$ cat src/rtl/core/type1_charstring_decoder_core_macros.svh
// Assertion macros for the charstring decoder RTL.
// Included by bare file name; no other dependencies.
`ifndef TYPE1_CHARSTRING_DECODER_CORE_MACROS_SVH
`define TYPE1_CHARSTRING_DECODER_CORE_MACROS_SVH

// Same-cycle implication, disabled while reset is asserted
`define T1CS_ASSERT_NOW(label, clk, rst_n, ante, cons) \
    label: assert property (@(posedge clk) disable iff (!rst_n) (ante) |-> (cons)) \
        else $error("t1cs assertion failed");

// Next-cycle implication, disabled while reset is asserted
`define T1CS_ASSERT_NEXT(label, clk, rst_n, ante, cons) \
    label: assert property (@(posedge clk) disable iff (!rst_n) (ante) |=> (cons)) \
        else $error("t1cs assertion failed");

`endif

$ cat src/rtl/core/t1cs_pkg.sv
// Shared types and constants for the Type 1 charstring decoder.
// No dependencies; imported by every module of the block.
package t1cs_pkg;

    // Request operation codes
    typedef enum logic [1:0] {
        OP_START_EEXEC = 2'd0,
        OP_START_CS    = 2'd1,
        OP_EEXEC_BYTE  = 2'd2,
        OP_CS_BYTE     = 2'd3
    } op_t;

    // Result kinds
    typedef enum logic [1:0] {
        KIND_BYTE   = 2'd0,
        KIND_CMD    = 2'd1,
        KIND_NUM    = 2'd2,
        KIND_BADHEX = 2'd3
    } kind_t;

    // Configuration register indexes
    typedef enum logic [1:0] {
        REG_HEX_MODE   = 2'd0,
        REG_EEXEC_KEY  = 2'd1,
        REG_CS_KEY     = 2'd2,
        REG_LEAD_BYTES = 2'd3
    } reg_idx_t;

    // Configuration reset values
    localparam logic [15:0] EEXEC_KEY_RST = 16'd55665;
    localparam logic [15:0] CS_KEY_RST    = 16'd4330;
    localparam logic [2:0]  LEAD_RST      = 3'd4;

    // Cipher step constants
    localparam logic [15:0] CRYPT_MUL = 16'd52845;
    localparam logic [15:0] CRYPT_ADD = 16'd22719;

    // Charstring token encoding
    localparam logic [7:0]  TOK_CMD_LIMIT = 8'd32;
    localparam logic [7:0]  TOK_ESCAPE    = 8'd12;
    localparam logic [7:0]  TOK_SMALL_MAX = 8'd246;
    localparam logic [7:0]  TOK_POS_MAX   = 8'd250;
    localparam logic [7:0]  TOK_NEG_MAX   = 8'd254;
    localparam logic [7:0]  TOK_POS_BASE  = 8'd247;
    localparam logic [7:0]  TOK_NEG_BASE  = 8'd251;
    localparam logic [31:0] TOK_BIAS      = 32'd139;
    localparam logic [10:0] TOK_SHORT_OFS = 11'd108;
    localparam logic [8:0]  TOK_ESC_BASE  = 9'd32;

    // Hex front end result
    typedef struct packed {
        logic       ok;     // full byte available
        logic       bad;    // character is not hex or whitespace
        logic [7:0] data;
    } hex_res_t;

    // Cipher stage result
    typedef struct packed {
        logic       eexec_emit;   // plain eexec byte to deliver
        logic       token_step;   // charstring plaintext to tokenize
        logic [7:0] outer_plain;
        logic [7:0] inner_plain;
    } cipher_res_t;

    // Tokenizer result
    typedef struct packed {
        logic        emit;
        kind_t       kind;
        logic [31:0] value;
    } token_res_t;

endpackage

$ cat src/rtl/core/t1cs_hex.sv
// Hex front end: turns raw or ASCII-hex input characters into bytes.
// Depends on t1cs_pkg.
module t1cs_hex
    import t1cs_pkg::*;
(
    input  logic       clk,
    input  logic       rst_n,
    input  logic       step,
    input  logic       clear,
    input  logic       hex_mode,
    input  logic [7:0] raw_char,
    output hex_res_t   res
);

    logic       pending_reg;
    logic       pending_next;
    logic [3:0] high_reg;
    logic [3:0] high_next;
    logic       is_ws;
    logic       is_digit;
    logic [3:0] digit;

    // Whitespace: tab, newline, vertical tab, form feed, return, space
    assign is_ws = (raw_char == 8'd32) || ((raw_char >= 8'd9) && (raw_char <= 8'd13));

    // Digit decode
    always_comb
    begin
        is_digit = 1'b1;
        digit    = 4'd0;
        if ((raw_char >= 8'h30) && (raw_char <= 8'h39))
        begin
            digit = 4'(raw_char - 8'h30);
        end
        else if ((raw_char >= 8'h41) && (raw_char <= 8'h46))
        begin
            digit = 4'(raw_char - 8'h37);
        end
        else if ((raw_char >= 8'h61) && (raw_char <= 8'h66))
        begin
            digit = 4'(raw_char - 8'h57);
        end
        else
        begin
            is_digit = 1'b0;
        end
    end

    // Byte assembly and nibble holding
    always_comb
    begin
        res          = '0;
        pending_next = pending_reg;
        high_next    = high_reg;
        if (!hex_mode)
        begin
            res.ok   = 1'b1;
            res.data = raw_char;
        end
        else if (!is_ws)
        begin
            if (!is_digit)
            begin
                res.bad      = 1'b1;
                pending_next = 1'b0;
            end
            else if (pending_reg)
            begin
                res.ok       = 1'b1;
                res.data     = {high_reg, digit};
                pending_next = 1'b0;
            end
            else
            begin
                high_next    = digit;
                pending_next = 1'b1;
            end
        end
        if (clear)
        begin
            pending_next = 1'b0;
        end
    end

    always_ff @(posedge clk or negedge rst_n)
    begin
        if (!rst_n)
        begin
            pending_reg <= 1'b0;
            high_reg    <= 4'd0;
        end
        else if (step || clear)
        begin
            pending_reg <= pending_next;
            high_reg    <= high_next;
        end
    end

endmodule

$ cat src/rtl/core/t1cs_cipher.sv
// Two-layer running cipher (outer eexec, inner charstring) with lead-byte drop.
// Depends on t1cs_pkg.
module t1cs_cipher
    import t1cs_pkg::*;
(
    input  logic        clk,
    input  logic        rst_n,
    input  logic        load_outer,
    input  logic        load_inner,
    input  logic [15:0] eexec_key,
    input  logic [15:0] charstring_key,
    input  logic [2:0]  lead_bytes,
    input  logic        step,
    input  logic        charstring,
    input  logic [7:0]  data,
    output cipher_res_t res
);

    logic [15:0] outer_reg;
    logic [15:0] inner_reg;
    logic [2:0]  outer_left_reg;
    logic [2:0]  inner_left_reg;
    logic        outer_live;
    logic        inner_live;
    logic        inner_step;

    // One cipher step: R' = (c + R) * MUL + ADD, mod 2^16
    function automatic logic [15:0] crypt_next(input logic [15:0] r, input logic [7:0] c);
        logic [15:0] sum;
        logic [31:0] prod;
        sum  = r + {8'h00, c};
        prod = {16'h0000, sum} * {16'h0000, CRYPT_MUL};
        return prod[15:0] + CRYPT_ADD;
    endfunction

    assign outer_live = (outer_left_reg == 3'd0);
    assign inner_live = (inner_left_reg == 3'd0);
    assign inner_step = step && outer_live && charstring;

    // Plaintext and routing
    always_comb
    begin
        res             = '0;
        res.outer_plain = data ^ outer_reg[15:8];
        res.inner_plain = res.outer_plain ^ inner_reg[15:8];
        res.eexec_emit  = step && outer_live && !charstring;
        res.token_step  = inner_step && inner_live;
    end

    // Outer layer
    always_ff @(posedge clk or negedge rst_n)
    begin
        if (!rst_n)
        begin
            outer_reg      <= EEXEC_KEY_RST;
            outer_left_reg <= 3'd0;
        end
        else if (load_outer)
        begin
            outer_reg      <= eexec_key;
            outer_left_reg <= lead_bytes;
        end
        else if (step)
        begin
            outer_reg <= crypt_next(outer_reg, data);
            if (!outer_live)
            begin
                outer_left_reg <= outer_left_reg - 3'd1;
            end
        end
    end

    // Inner layer, fed by outer plaintext
    always_ff @(posedge clk or negedge rst_n)
    begin
        if (!rst_n)
        begin
            inner_reg      <= CS_KEY_RST;
            inner_left_reg <= 3'd0;
        end
        else if (load_inner)
        begin
            inner_reg      <= charstring_key;
            inner_left_reg <= lead_bytes;
        end
        else if (inner_step)
        begin
            inner_reg <= crypt_next(inner_reg, res.outer_plain);
            if (!inner_live)
            begin
                inner_left_reg <= inner_left_reg - 3'd1;
            end
        end
    end

endmodule

$ cat src/rtl/core/t1cs_token.sv
// Charstring tokenizer: commands, escaped commands, 1-, 2- and 5-byte numbers.
// Depends on t1cs_pkg.
module t1cs_token
    import t1cs_pkg::*;
(
    input  logic       clk,
    input  logic       rst_n,
    input  logic       clear,
    input  logic       step,
    input  logic [7:0] c,
    output token_res_t res
);

    typedef enum logic [2:0] {
        PH_IDLE = 3'd0,
        PH_ESC  = 3'd1,
        PH_POS  = 3'd2,
        PH_NEG  = 3'd3,
        PH_LONG = 3'd4
    } phase_t;

    phase_t      phase_reg;
    phase_t      phase_next;
    logic [1:0]  left_reg;
    logic [1:0]  left_next;
    logic [1:0]  shb_reg;
    logic [1:0]  shb_next;
    logic [31:0] acc_reg;
    logic [31:0] acc_next;
    logic        emit;
    kind_t       kind;
    logic [31:0] value;
    logic [10:0] short_mag;
    logic [8:0]  esc_cmd;
    logic [7:0]  pos_off;
    logic [7:0]  neg_off;

    assign short_mag = {1'b0, shb_reg, c} + TOK_SHORT_OFS;
    assign esc_cmd   = {1'b0, c} + TOK_ESC_BASE;
    assign pos_off   = c - TOK_POS_BASE;
    assign neg_off   = c - TOK_NEG_BASE;

    // Next state and token output
    always_comb
    begin
        phase_next = PH_IDLE;
        left_next  = left_reg;
        shb_next   = shb_reg;
        acc_next   = acc_reg;
        emit       = 1'b0;
        kind       = KIND_NUM;
        value      = 32'd0;
        case (phase_reg)
            PH_ESC:
            begin
                emit  = 1'b1;
                kind  = KIND_CMD;
                value = {23'd0, esc_cmd};
            end
            PH_POS:
            begin
                emit  = 1'b1;
                value = {21'd0, short_mag};
            end
            PH_NEG:
            begin
                emit  = 1'b1;
                value = 32'd0 - {21'd0, short_mag};
            end
            PH_LONG:
            begin
                acc_next = {acc_reg[23:0], c};
                if (left_reg == 2'd0)
                begin
                    emit  = 1'b1;
                    value = acc_next;
                end
                else
                begin
                    phase_next = PH_LONG;
                    left_next  = left_reg - 2'd1;
                end
            end
            default:
            begin
                if (c < TOK_CMD_LIMIT)
                begin
                    if (c == TOK_ESCAPE)
                    begin
                        phase_next = PH_ESC;
                    end
                    else
                    begin
                        emit  = 1'b1;
                        kind  = KIND_CMD;
                        value = {24'd0, c};
                    end
                end
                else if (c <= TOK_SMALL_MAX)
                begin
                    emit  = 1'b1;
                    value = {24'd0, c} - TOK_BIAS;
                end
                else if (c <= TOK_POS_MAX)
                begin
                    phase_next = PH_POS;
                    shb_next   = pos_off[1:0];
                end
                else if (c <= TOK_NEG_MAX)
                begin
                    phase_next = PH_NEG;
                    shb_next   = neg_off[1:0];
                end
                else
                begin
                    phase_next = PH_LONG;
                    left_next  = 2'd3;
                    acc_next   = 32'd0;
                end
            end
        endcase
    end

    always_comb
    begin
        res.emit  = step && emit;
        res.kind  = kind;
        res.value = value;
    end

    // Tokenizer state
    always_ff @(posedge clk or negedge rst_n)
    begin
        if (!rst_n)
        begin
            phase_reg <= PH_IDLE;
            left_reg  <= 2'd0;
            shb_reg   <= 2'd0;
            acc_reg   <= 32'd0;
        end
        else if (clear)
        begin
            phase_reg <= PH_IDLE;
            left_reg  <= 2'd0;
            shb_reg   <= 2'd0;
            acc_reg   <= 32'd0;
        end
        else if (step)
        begin
            phase_reg <= phase_next;
            left_reg  <= left_next;
            shb_reg   <= shb_next;
            acc_reg   <= acc_next;
        end
    end

endmodule

$ cat src/rtl/core/type1_charstring_decoder_core.sv
// Type 1 charstring decoder top level: config registers, request and result stages.
// Depends on t1cs_pkg, t1cs_hex, t1cs_cipher, t1cs_token and the assertion macros.
//
// Takes one request per clock and sustains that rate indefinitely while the result
// side keeps up. A request waits in the input register until the result register is
// free or being emptied; as it leaves, hex assembly, both cipher layers and the
// tokenizer update their state (the loop that sets the rate is the 16-bit constant
// multiply-add of each cipher register), and its result, if any, is shown the next
// cycle from the result register. A request that yields no result still passes the
// same stages. Registers sit at byte addresses 0, 4, 8 and 12 of the APB port.
`include "type1_charstring_decoder_core_macros.svh"

module type1_charstring_decoder_core
    import t1cs_pkg::*;
(
    input  logic               clk,
    input  logic               rst_n,
    // configuration port
    input  logic               psel,
    input  logic               penable,
    input  logic               pwrite,
    input  logic [3:0]         paddr,
    input  logic [31:0]        pwdata,
    output logic [31:0]        prdata,
    output logic               pready,
    // request channel
    input  logic               item_valid,
    output logic               item_ready,
    input  logic [1:0]         operation,
    input  logic [7:0]         raw_char,
    // result channel
    output logic               result_valid,
    input  logic               result_ready,
    output logic [1:0]         kind,
    output logic signed [31:0] value
);

    logic        hex_mode_reg;
    logic [15:0] eexec_key_reg;
    logic [15:0] cs_key_reg;
    logic [2:0]  lead_reg;
    reg_idx_t    reg_idx;
    logic        cfg_write;

    logic        in_valid_reg;
    op_t         op_reg;
    logic [7:0]  rc_reg;
    logic        fire;
    logic        byte_op;
    logic        charstring;

    hex_res_t    hex_res;
    cipher_res_t ciph_res;
    token_res_t  tok_res;

    logic        res_emit;
    kind_t       res_kind;
    logic [31:0] res_value;
    logic        result_valid_reg;
    kind_t       kind_reg;
    logic [31:0] value_reg;

    // Configuration registers
    assign pready    = 1'b1;
    assign reg_idx   = reg_idx_t'(paddr[3:2]);
    assign cfg_write = psel && penable && pwrite;

    always_ff @(posedge clk or negedge rst_n)
    begin
        if (!rst_n)
        begin
            hex_mode_reg  <= 1'b0;
            eexec_key_reg <= EEXEC_KEY_RST;
            cs_key_reg    <= CS_KEY_RST;
            lead_reg      <= LEAD_RST;
        end
        else if (cfg_write)
        begin
            case (reg_idx)
                REG_HEX_MODE:   hex_mode_reg  <= pwdata[0];
                REG_EEXEC_KEY:  eexec_key_reg <= pwdata[15:0];
                REG_CS_KEY:     cs_key_reg    <= pwdata[15:0];
                REG_LEAD_BYTES: lead_reg      <= pwdata[2:0];
                default:        lead_reg      <= lead_reg;
            endcase
        end
    end

    always_comb
    begin
        case (reg_idx)
            REG_HEX_MODE:   prdata = {31'd0, hex_mode_reg};
            REG_EEXEC_KEY:  prdata = {16'd0, eexec_key_reg};
            REG_CS_KEY:     prdata = {16'd0, cs_key_reg};
            REG_LEAD_BYTES: prdata = {29'd0, lead_reg};
            default:        prdata = 32'd0;
        endcase
    end

    // Request register
    assign fire       = in_valid_reg && (!result_valid_reg || result_ready);
    assign item_ready = !in_valid_reg || fire;
    assign byte_op    = (op_reg == OP_EEXEC_BYTE) || (op_reg == OP_CS_BYTE);
    assign charstring = (op_reg == OP_CS_BYTE);

    always_ff @(posedge clk or negedge rst_n)
    begin
        if (!rst_n)
        begin
            in_valid_reg <= 1'b0;
        end
        else if (item_valid && item_ready)
        begin
            in_valid_reg <= 1'b1;
        end
        else if (fire)
        begin
            in_valid_reg <= 1'b0;
        end
    end

    always_ff @(posedge clk)
    begin
        if (item_valid && item_ready)
        begin
            op_reg <= op_t'(operation);
            rc_reg <= raw_char;
        end
    end

    // Processing units
    t1cs_hex u_hex (
        .clk      (clk),
        .rst_n    (rst_n),
        .step     (fire && byte_op),
        .clear    (fire && !byte_op),
        .hex_mode (hex_mode_reg),
        .raw_char (rc_reg),
        .res      (hex_res)
    );

    t1cs_cipher u_cipher (
        .clk            (clk),
        .rst_n          (rst_n),
        .load_outer     (fire && (op_reg == OP_START_EEXEC)),
        .load_inner     (fire && (op_reg == OP_START_CS)),
        .eexec_key      (eexec_key_reg),
        .charstring_key (cs_key_reg),
        .lead_bytes     (lead_reg),
        .step           (fire && byte_op && hex_res.ok),
        .charstring     (charstring),
        .data           (hex_res.data),
        .res            (ciph_res)
    );

    t1cs_token u_token (
        .clk   (clk),
        .rst_n (rst_n),
        .clear (fire && !byte_op),
        .step  (ciph_res.token_step),
        .c     (ciph_res.inner_plain),
        .res   (tok_res)
    );

    // Result select
    always_comb
    begin
        res_emit  = 1'b0;
        res_kind  = KIND_BYTE;
        res_value = 32'd0;
        if (fire && byte_op && hex_res.bad)
        begin
            res_emit  = 1'b1;
            res_kind  = KIND_BADHEX;
            res_value = {24'd0, rc_reg};
        end
        else if (ciph_res.eexec_emit)
        begin
            res_emit  = 1'b1;
            res_value = {24'd0, ciph_res.outer_plain};
        end
        else if (tok_res.emit)
        begin
            res_emit  = 1'b1;
            res_kind  = tok_res.kind;
            res_value = tok_res.value;
        end
    end

    // Result register
    always_ff @(posedge clk or negedge rst_n)
    begin
        if (!rst_n)
        begin
            result_valid_reg <= 1'b0;
        end
        else if (fire)
        begin
            result_valid_reg <= res_emit;
        end
        else if (result_ready)
        begin
            result_valid_reg <= 1'b0;
        end
    end

    always_ff @(posedge clk)
    begin
        if (fire && res_emit)
        begin
            kind_reg  <= res_kind;
            value_reg <= res_value;
        end
    end

    assign result_valid = result_valid_reg;
    assign kind         = kind_reg;
    assign value        = value_reg;

    // Checks
    `T1CS_ASSERT_NOW(a_badhex_in_hex_mode, clk, rst_n, result_valid_reg && (kind_reg == KIND_BADHEX), hex_mode_reg)
    `T1CS_ASSERT_NOW(a_byte_range, clk, rst_n, result_valid_reg && ((kind_reg == KIND_BYTE) || (kind_reg == KIND_BADHEX)), value_reg[31:8] == 24'd0)
    `T1CS_ASSERT_NOW(a_cmd_range, clk, rst_n, result_valid_reg && (kind_reg == KIND_CMD), value_reg[31:9] == 23'd0)
    `T1CS_ASSERT_NEXT(a_result_has_request, clk, rst_n, !result_valid_reg && !in_valid_reg, !result_valid_reg)

endmodule

$ cat config.mk
export PLATFORM = sky130hd
export DESIGN_NAME = type1_charstring_decoder_core
export DESIGN_NICKNAME = d
export VERILOG_FILES = /design/src/rtl/core/t1cs_pkg.sv /design/src/rtl/core/t1cs_hex.sv /design/src/rtl/core/t1cs_cipher.sv /design/src/rtl/core/t1cs_token.sv /design/src/rtl/core/type1_charstring_decoder_core.sv
export VERILOG_INCLUDE_DIRS = /design/src /design/src/rtl/core
export SDC_FILE = /design/constraint.sdc
export NUM_CORES = 1
export LEC_CHECK = 0
export BUFFER_PORTS_ARGS = -buffer_cell sky130_fd_sc_hd__buf_2
export CORE_UTILIZATION = 45
export CTS_CLUSTER_DIAMETER = 80
export DETAILED_ROUTE_END_ITERATION = 16
export SLEW_MARGIN = 40
export SYNTH_ARGS = -nofsm -noshare
export SYNTH_HDL_FRONTEND = slang
export SYNTH_SLANG_ARGS = --single-unit
$ cat constraint.sdc
create_clock -name clk -period 9.9 [get_ports clk]
set_clock_uncertainty 0.05 [all_clocks]
set_input_delay 2.97 -clock clk [delete_from_list [all_inputs] [get_ports clk]]
set_output_delay 2.97 -clock clk [all_outputs]
set_load 0.02 [all_outputs]
---- After elaboration in Yosys (flattened, before gate mapping) ----
Cells that the tools add are included.
storage, ports and cells
  register bits after elaboration ......... 156
  bits of input ports ..................... 53
  output and inout port bits .............. 69
operators by class
  $add $sub $neg .......................... 16
  multipliers ............................. 2
  $lt $le $gt $ge ......................... 12
  eq/ne operators ......................... 24
  mux-type cells .......................... 87
  bitwise gates (word level) .............. 5
  reduce and logical (&&, ||, !) cells .... 56
operators by type and width
  operator                                             count
  case mux 32 bit (4 select lines)                     2
  2-to-1 mux 24 bit                                    6
  2-to-1 mux 32 bit                                    3
  2-to-1 mux 16 bit                                    4
  2-to-1 mux 8 bit                                     7
  case mux 24 bit (2 select lines)                     1
  2-to-1 mux 3 bit                                     13
  2-to-1 mux 2 bit                                     18
  adder 16 x 15 -> 16 bit, second input constant       2
  adder 16 x 8 -> 16 bit                               2
  multiplier 16 x 15 -> 16 bit, second input constant  2
  2-to-1 mux 1 bit                                     25
  <= comparator 8 bit, second input constant           3
  logical AND 1 bit                                    20
  >= comparator 8 x 7 -> 1 bit, second input constant  2
  <= comparator 8 x 7 -> 1 bit, second input constant  2
  bitwise XOR 8 bit                                    2
  inequality test 3 bit, second input constant         5
  2-to-1 mux 4 bit                                     3
  AND reduction 2 bit                                  6
  nonzero test 2 bit                                   6
  subtractor 1 x 11 -> 12 bit, first input constant    1
  adder 10 x 7 -> 11 bit, second input constant        1
  2-to-1 mux 10 bit                                    1
  36 further kinds                                     65

---- Depth between registers and ports, before layout ----
  depth after elaboration ................. 20
  gate-level depth with buffers ........... 39

---- By module ----
Synthesis repeated with hierarchy kept, for this count alone.
unflattened totals
  cells, all modules ...................... 1506
  area total of the unflattened synthesis .. 14963.1 um^2
modules (own cells, without submodules)
  module                         instances  cells an instance  area an instance (um^2)  seq. area each (um^2)
  t1cs_cipher                    1          868                7950.1                   969.7
  type1_charstring_decoder_core  1          239                3577.2                   2292.2
  t1cs_token                     1          326                2803.9                   775.7
  t1cs_hex                       1          73                 631.9                    125.1

---- Worst setup path after synthesis ----
Ideal clock, no wire load.
  path kind ............................... flip-flop to flip-flop
  from .................................... register rc_reg[0]
  to ...................................... register u_cipher.inner_reg[15]
  setup time .............................. 0.135 ns
  arrival ................................. 7.865 ns
  required time ........................... 9.715 ns
  setup slack ............................. 1.849 ns
  stages on the path, launching flop included .. 38
  clock period less this slack ............ 8.051 ns
  path through ............................ edfxtp_1 -> inv_1 -> ha_1 -> or3b_1 -> nand4_1 -> nor2_1 -> a32o_1 -> inv_1 -> xnor2_1 -> inv_1 -> fa_1 -> nor2b_1 -> o21ai_0 -> a21boi_0 -> o21ai_0 -> a21oi_1 -> nand3_1 -> xnor2_1 -> [2 not listed] -> fa_1 -> inv_1 -> ha_1 -> inv_1 -> fa_1 -> inv_1 -> fa_1 -> inv_1 -> fa_1 -> inv_1 -> ha_1 -> and3_1 -> a21oi_1 -> o21ai_0 -> o41ai_1 -> o21ai_0 -> xnor2_1 -> o21ai_0
on the way
  word-level cells in the longest chain between the ends .. 15
  elaborated cells on any way between the ends .. 39
  classes of those cells .................. add/sub (5); mul (1); order compare (8); eq/ne (1); mux (14); bitwise (1); reduce/logical (9)
ends and longest elaborated chain
  what                                                                          RTL line                              text
  from (decl)                                                                   type1_charstring_decoder_core.sv:47   logic [7:0] rc_reg;
  from (signal assigned)                                                        type1_charstring_decoder_core.sv:127  rc_reg <= raw_char;
  >= comparator 8 x 7 -> 1 bit or <= comparator 8 x 7 -> 1 bit (tied branches)  t1cs_hex.sv:39                        else if ((raw_char >= 8'h61) && (raw_char <= 8'h66))
  logical AND 1 bit                                                             t1cs_hex.sv:39
  2-to-1 mux 4 bit                                                              t1cs_hex.sv:39
  2-to-1 mux 4 bit                                                              t1cs_hex.sv:35                        else if ((raw_char >= 8'h41) && (raw_char <= 8'h46))
  2-to-1 mux 4 bit                                                              t1cs_hex.sv:31                        if ((raw_char >= 8'h30) && (raw_char <= 8'h39))
  2-to-1 mux 8 bit                                                              t1cs_hex.sv:67                        else if (pending_reg)
  2-to-1 mux 8 bit                                                              t1cs_hex.sv:62                        if (!is_digit)
  2-to-1 mux 10 bit                                                             t1cs_hex.sv:60                        else if (!is_ws)
  2-to-1 mux 8 bit                                                              t1cs_hex.sv:55                        if (!hex_mode)
  bitwise XOR 8 bit                                                             t1cs_cipher.sv:44                     res.outer_plain = data ^ outer_reg[15:8];
  adder 16 x 8 -> 16 bit                                                        t1cs_cipher.sv:31                     sum = r + {8'h00, c};
  multiplier 16 x 15 -> 16 bit                                                  t1cs_cipher.sv:32                     prod = {16'h0000, sum} * {16'h0000, CRYPT_MUL};
  adder 16 x 15 -> 16 bit                                                       t1cs_cipher.sv:33                     return prod[15:0] + CRYPT_ADD;
  2-to-1 mux 16 bit                                                             t1cs_cipher.sv:86                     else if (inner_step)
  2-to-1 mux 16 bit                                                             t1cs_cipher.sv:81                     else if (load_inner)
  to (signal assigned)                                                          t1cs_cipher.sv:83                     inner_reg <= charstring_key;
  to (signal assigned)                                                          t1cs_cipher.sv:88                     inner_reg <= crypt_next(inner_reg, res.outer_plain);
  to (decl)                                                                     t1cs_cipher.sv:20                     logic [15:0] inner_reg;
Several ways; a longest one is shown, not always the timed one. The select of a mux whose other input is x is not followed.
A chain may end at the register's enable or synchronous reset.

---- Worst setup path after layout ----
Same ends and word-level chain as after synthesis.

==> impl_metrics.toml <==
[global_route]
grt_overflow = 0
grt.total_usage_pct = 23.1
gr-usage-met2_pct = 39.0
grt_pass1_wl_mm = 60.2
grtUsageMet3_pct = 2.42
grt_pass1_vias = 11100
grt_max_degree = 62
use_met1_pct = 31.6
antenna_found_initial = 0
busiest_layer = "met2"

[yosys]
yosysWarningCount = 0
synth_top_area_cell = "ha_1"
async_flop_share_pct = 71.8
synth_area_mm2 = 0.0147
yosysSeqAreaShare_pct = 28.3
synth.area.top_cells = "ha_1, dfrtp_1, fa_1"
syn_area_per_cell_um2 = 9.52
synth_flop_cell = "dfrtp_1"
syn_inst = 1547
yosysMostFrequentCell = "inv_1"
synth_top_area_share_pct = 14.0
synth_edf_count = 44
netlist-cell-type-count = 83
netlist_top_cells_count = "inv_1, ha_1, a21oi_1"
ys_seq_elements = 156

[worst_setup_path]
crit_fanout = 8
crit_slowest_cell = "fa_1"
critical_path.startpoint = "rc_reg[0]$_DFFE_PP_"
r2r-start = "rc_reg[0]$_DFFE_PP_"
critPathMaxStageDelay_ns = 0.55
cp-end-kind = "register"
crit_required_ns = 10.15
r2r_slack_ns = 0.85
crit_type = "reg2reg"
crit_top_cell = "xnor2_1"
crit_path_start_kind = "register"
cp.arrival_ns = 9.30

[timing]
setup_viol = 0
rsz0062_at_grt = "no"
min_period_over_period_pct = 91.4
final.setup.tns_ns = 0
period_needed_ns = 9.05
finalWorstSetupSlack_ns = 0.847
whs_ns = 0.423
drv_slew = 0
max_freq_ghz = 0.110
tightestPinTransition_ns = 0.808
hold_violations = 0
relSlewSlack_pct = 46.1

[finish]
synthToLayoutAreaGrowth_pct = 9.63
fin_area_mm2 = 0.0161
multiInputGateArea_mm2 = 0.00944
drive_gt1_share_pct = 15.4
register_area_mm2 = 0.00416
fillers = 3056
num_antenna_cells = 0
largest_reg_flops = 32
nNetsFinal = 1908

[floorplan]
die_area_mm2 = 0.0335
std_cell_rows = 65
core_mm2 = 0.0319
start_util_pct = 46.2
ios = 122
die_w_um = 183
die_h_um = 183

[routing]
vias_per_cell = 5.49
wl_per_cell_um = 18.1
drt_pass1_iterations = 6
vias = 11300
drt_iter0_drc = 882
drt-total-wl_mm = 37.1
drc = 0
ant_nets = 0

[run_status]
run_status = "complete, no violations"

[clocking]
clk_pin_slew_ns = 0.07
cts.sinks = 156
cts_tree = "done"
numCtsBuffers = 17
cts.path.max_buffers = 2
cts_root_buf = "clkbuf_16"
cts_setup_buffers = 0
cts_resized = 0
htreeDepth = 4
clkLatencyLatePin_ns = 0.44
cts_hold_buf = 0

[min_path]
hp-start = "u_cipher.inner_reg[3]$_DFFE_PN1P_"
hp-class = "reg2reg"

[place]
hpwlAfterDp_mm = 29.2
place_congestion = 0.890
portBuffers = 86
post_dp_cell_area_mm2 = 0.0156
post-place-ws_ns = 0.722

[flow_run]
cap_violations = 0
-- stage by stage --
stage                     utilization [%]  instances
after detailed placement             48.8       2020
after global routing                 50.6       2052
after floorplan                         -       1562
final                                50.6       2052
after CTS                            50.6       2052
after global placement               48.7       2020
-- kinds of logic after synthesis --
family | count (synthesis) | synth area share, %
compound gates | 350 | 15.6
xor+xnor | 123 | 8.00
fa+ha+maj | 252 | 25.8
buf+inv | 311 | 8.44
flops | 156 | 28.3
mux | 50 | 3.82
other cells | 2 | 0.0510
simple gates | 303 | 10.1
-- routing by layer --
layer / part of all wire, % / vias up
met1: 45 / 5548
met5: 0 / -
li1: - / 5411
met2: 49 / 267
met3: 4.1 / 37
met4: 1.6 / 0
-- final cells by class --
cell class | instances | area share [%]
multi-input cells | 1095 | 58.5
flip-flops and latches | 156 | 25.8
inverters | 228 | 5.30
repair buffers | 106 | 3.63
well taps | 435 | 3.37
clock buffers | 18 | 2.66
clock inverters | 14 | 0.806
-- critical path: cells and delay by family (launching register included) --
kind | cells | cell delay, ns
AND/OR/NAND/NOR | 4 | 0.77
flip-flops | 1 | 0.53
buffers and inverters | 4 | 0.50
AO/OA/AOI/OAI | 9 | 1.84
XOR/XNOR | 10 | 2.00
adder cells (fa/ha/maj) | 8 | 3.24
-- placed cells by master, fill, tap and decap left out, drive strengths merged, types with 19 or more instances in the layout --
master  Yosys  layout
a21o       19      19
a21oi     113     113
a22oi      29      29
buf        31     106
dfrtp      81      81
dfstp      31      31
edfxtp     44      44
fa         86      86
ha        165     165
inv       224     233
mux2       40      40
nand2      91      91
nand4      32      32
nor2       72      72
nor3       20      20
o21ai      82      82
xnor2      93      93
xor2       24      24
-- final timing paths --
path,to,depth (start not counted)
worst max-delay path,u_cipher.inner_reg[15]$_DFFE_PN0P_,35
worst min register to register,u_cipher.inner_reg[3]$_DFFE_PN1P_,2
max in group asynchronous,in_valid_reg$_DFFE_PN0P_,2
worst min-delay path,u_cipher.inner_reg[3]$_DFFE_PN1P_,2
min in group asynchronous,cs_key_reg[10]$_DFFE_PN0P_,1
worst max register to register,u_cipher.inner_reg[15]$_DFFE_PN0P_,35
Power is left out: the tool's default activity adds up to more than one toggle a clock period on the data nets, which glitch-free logic cannot reach.
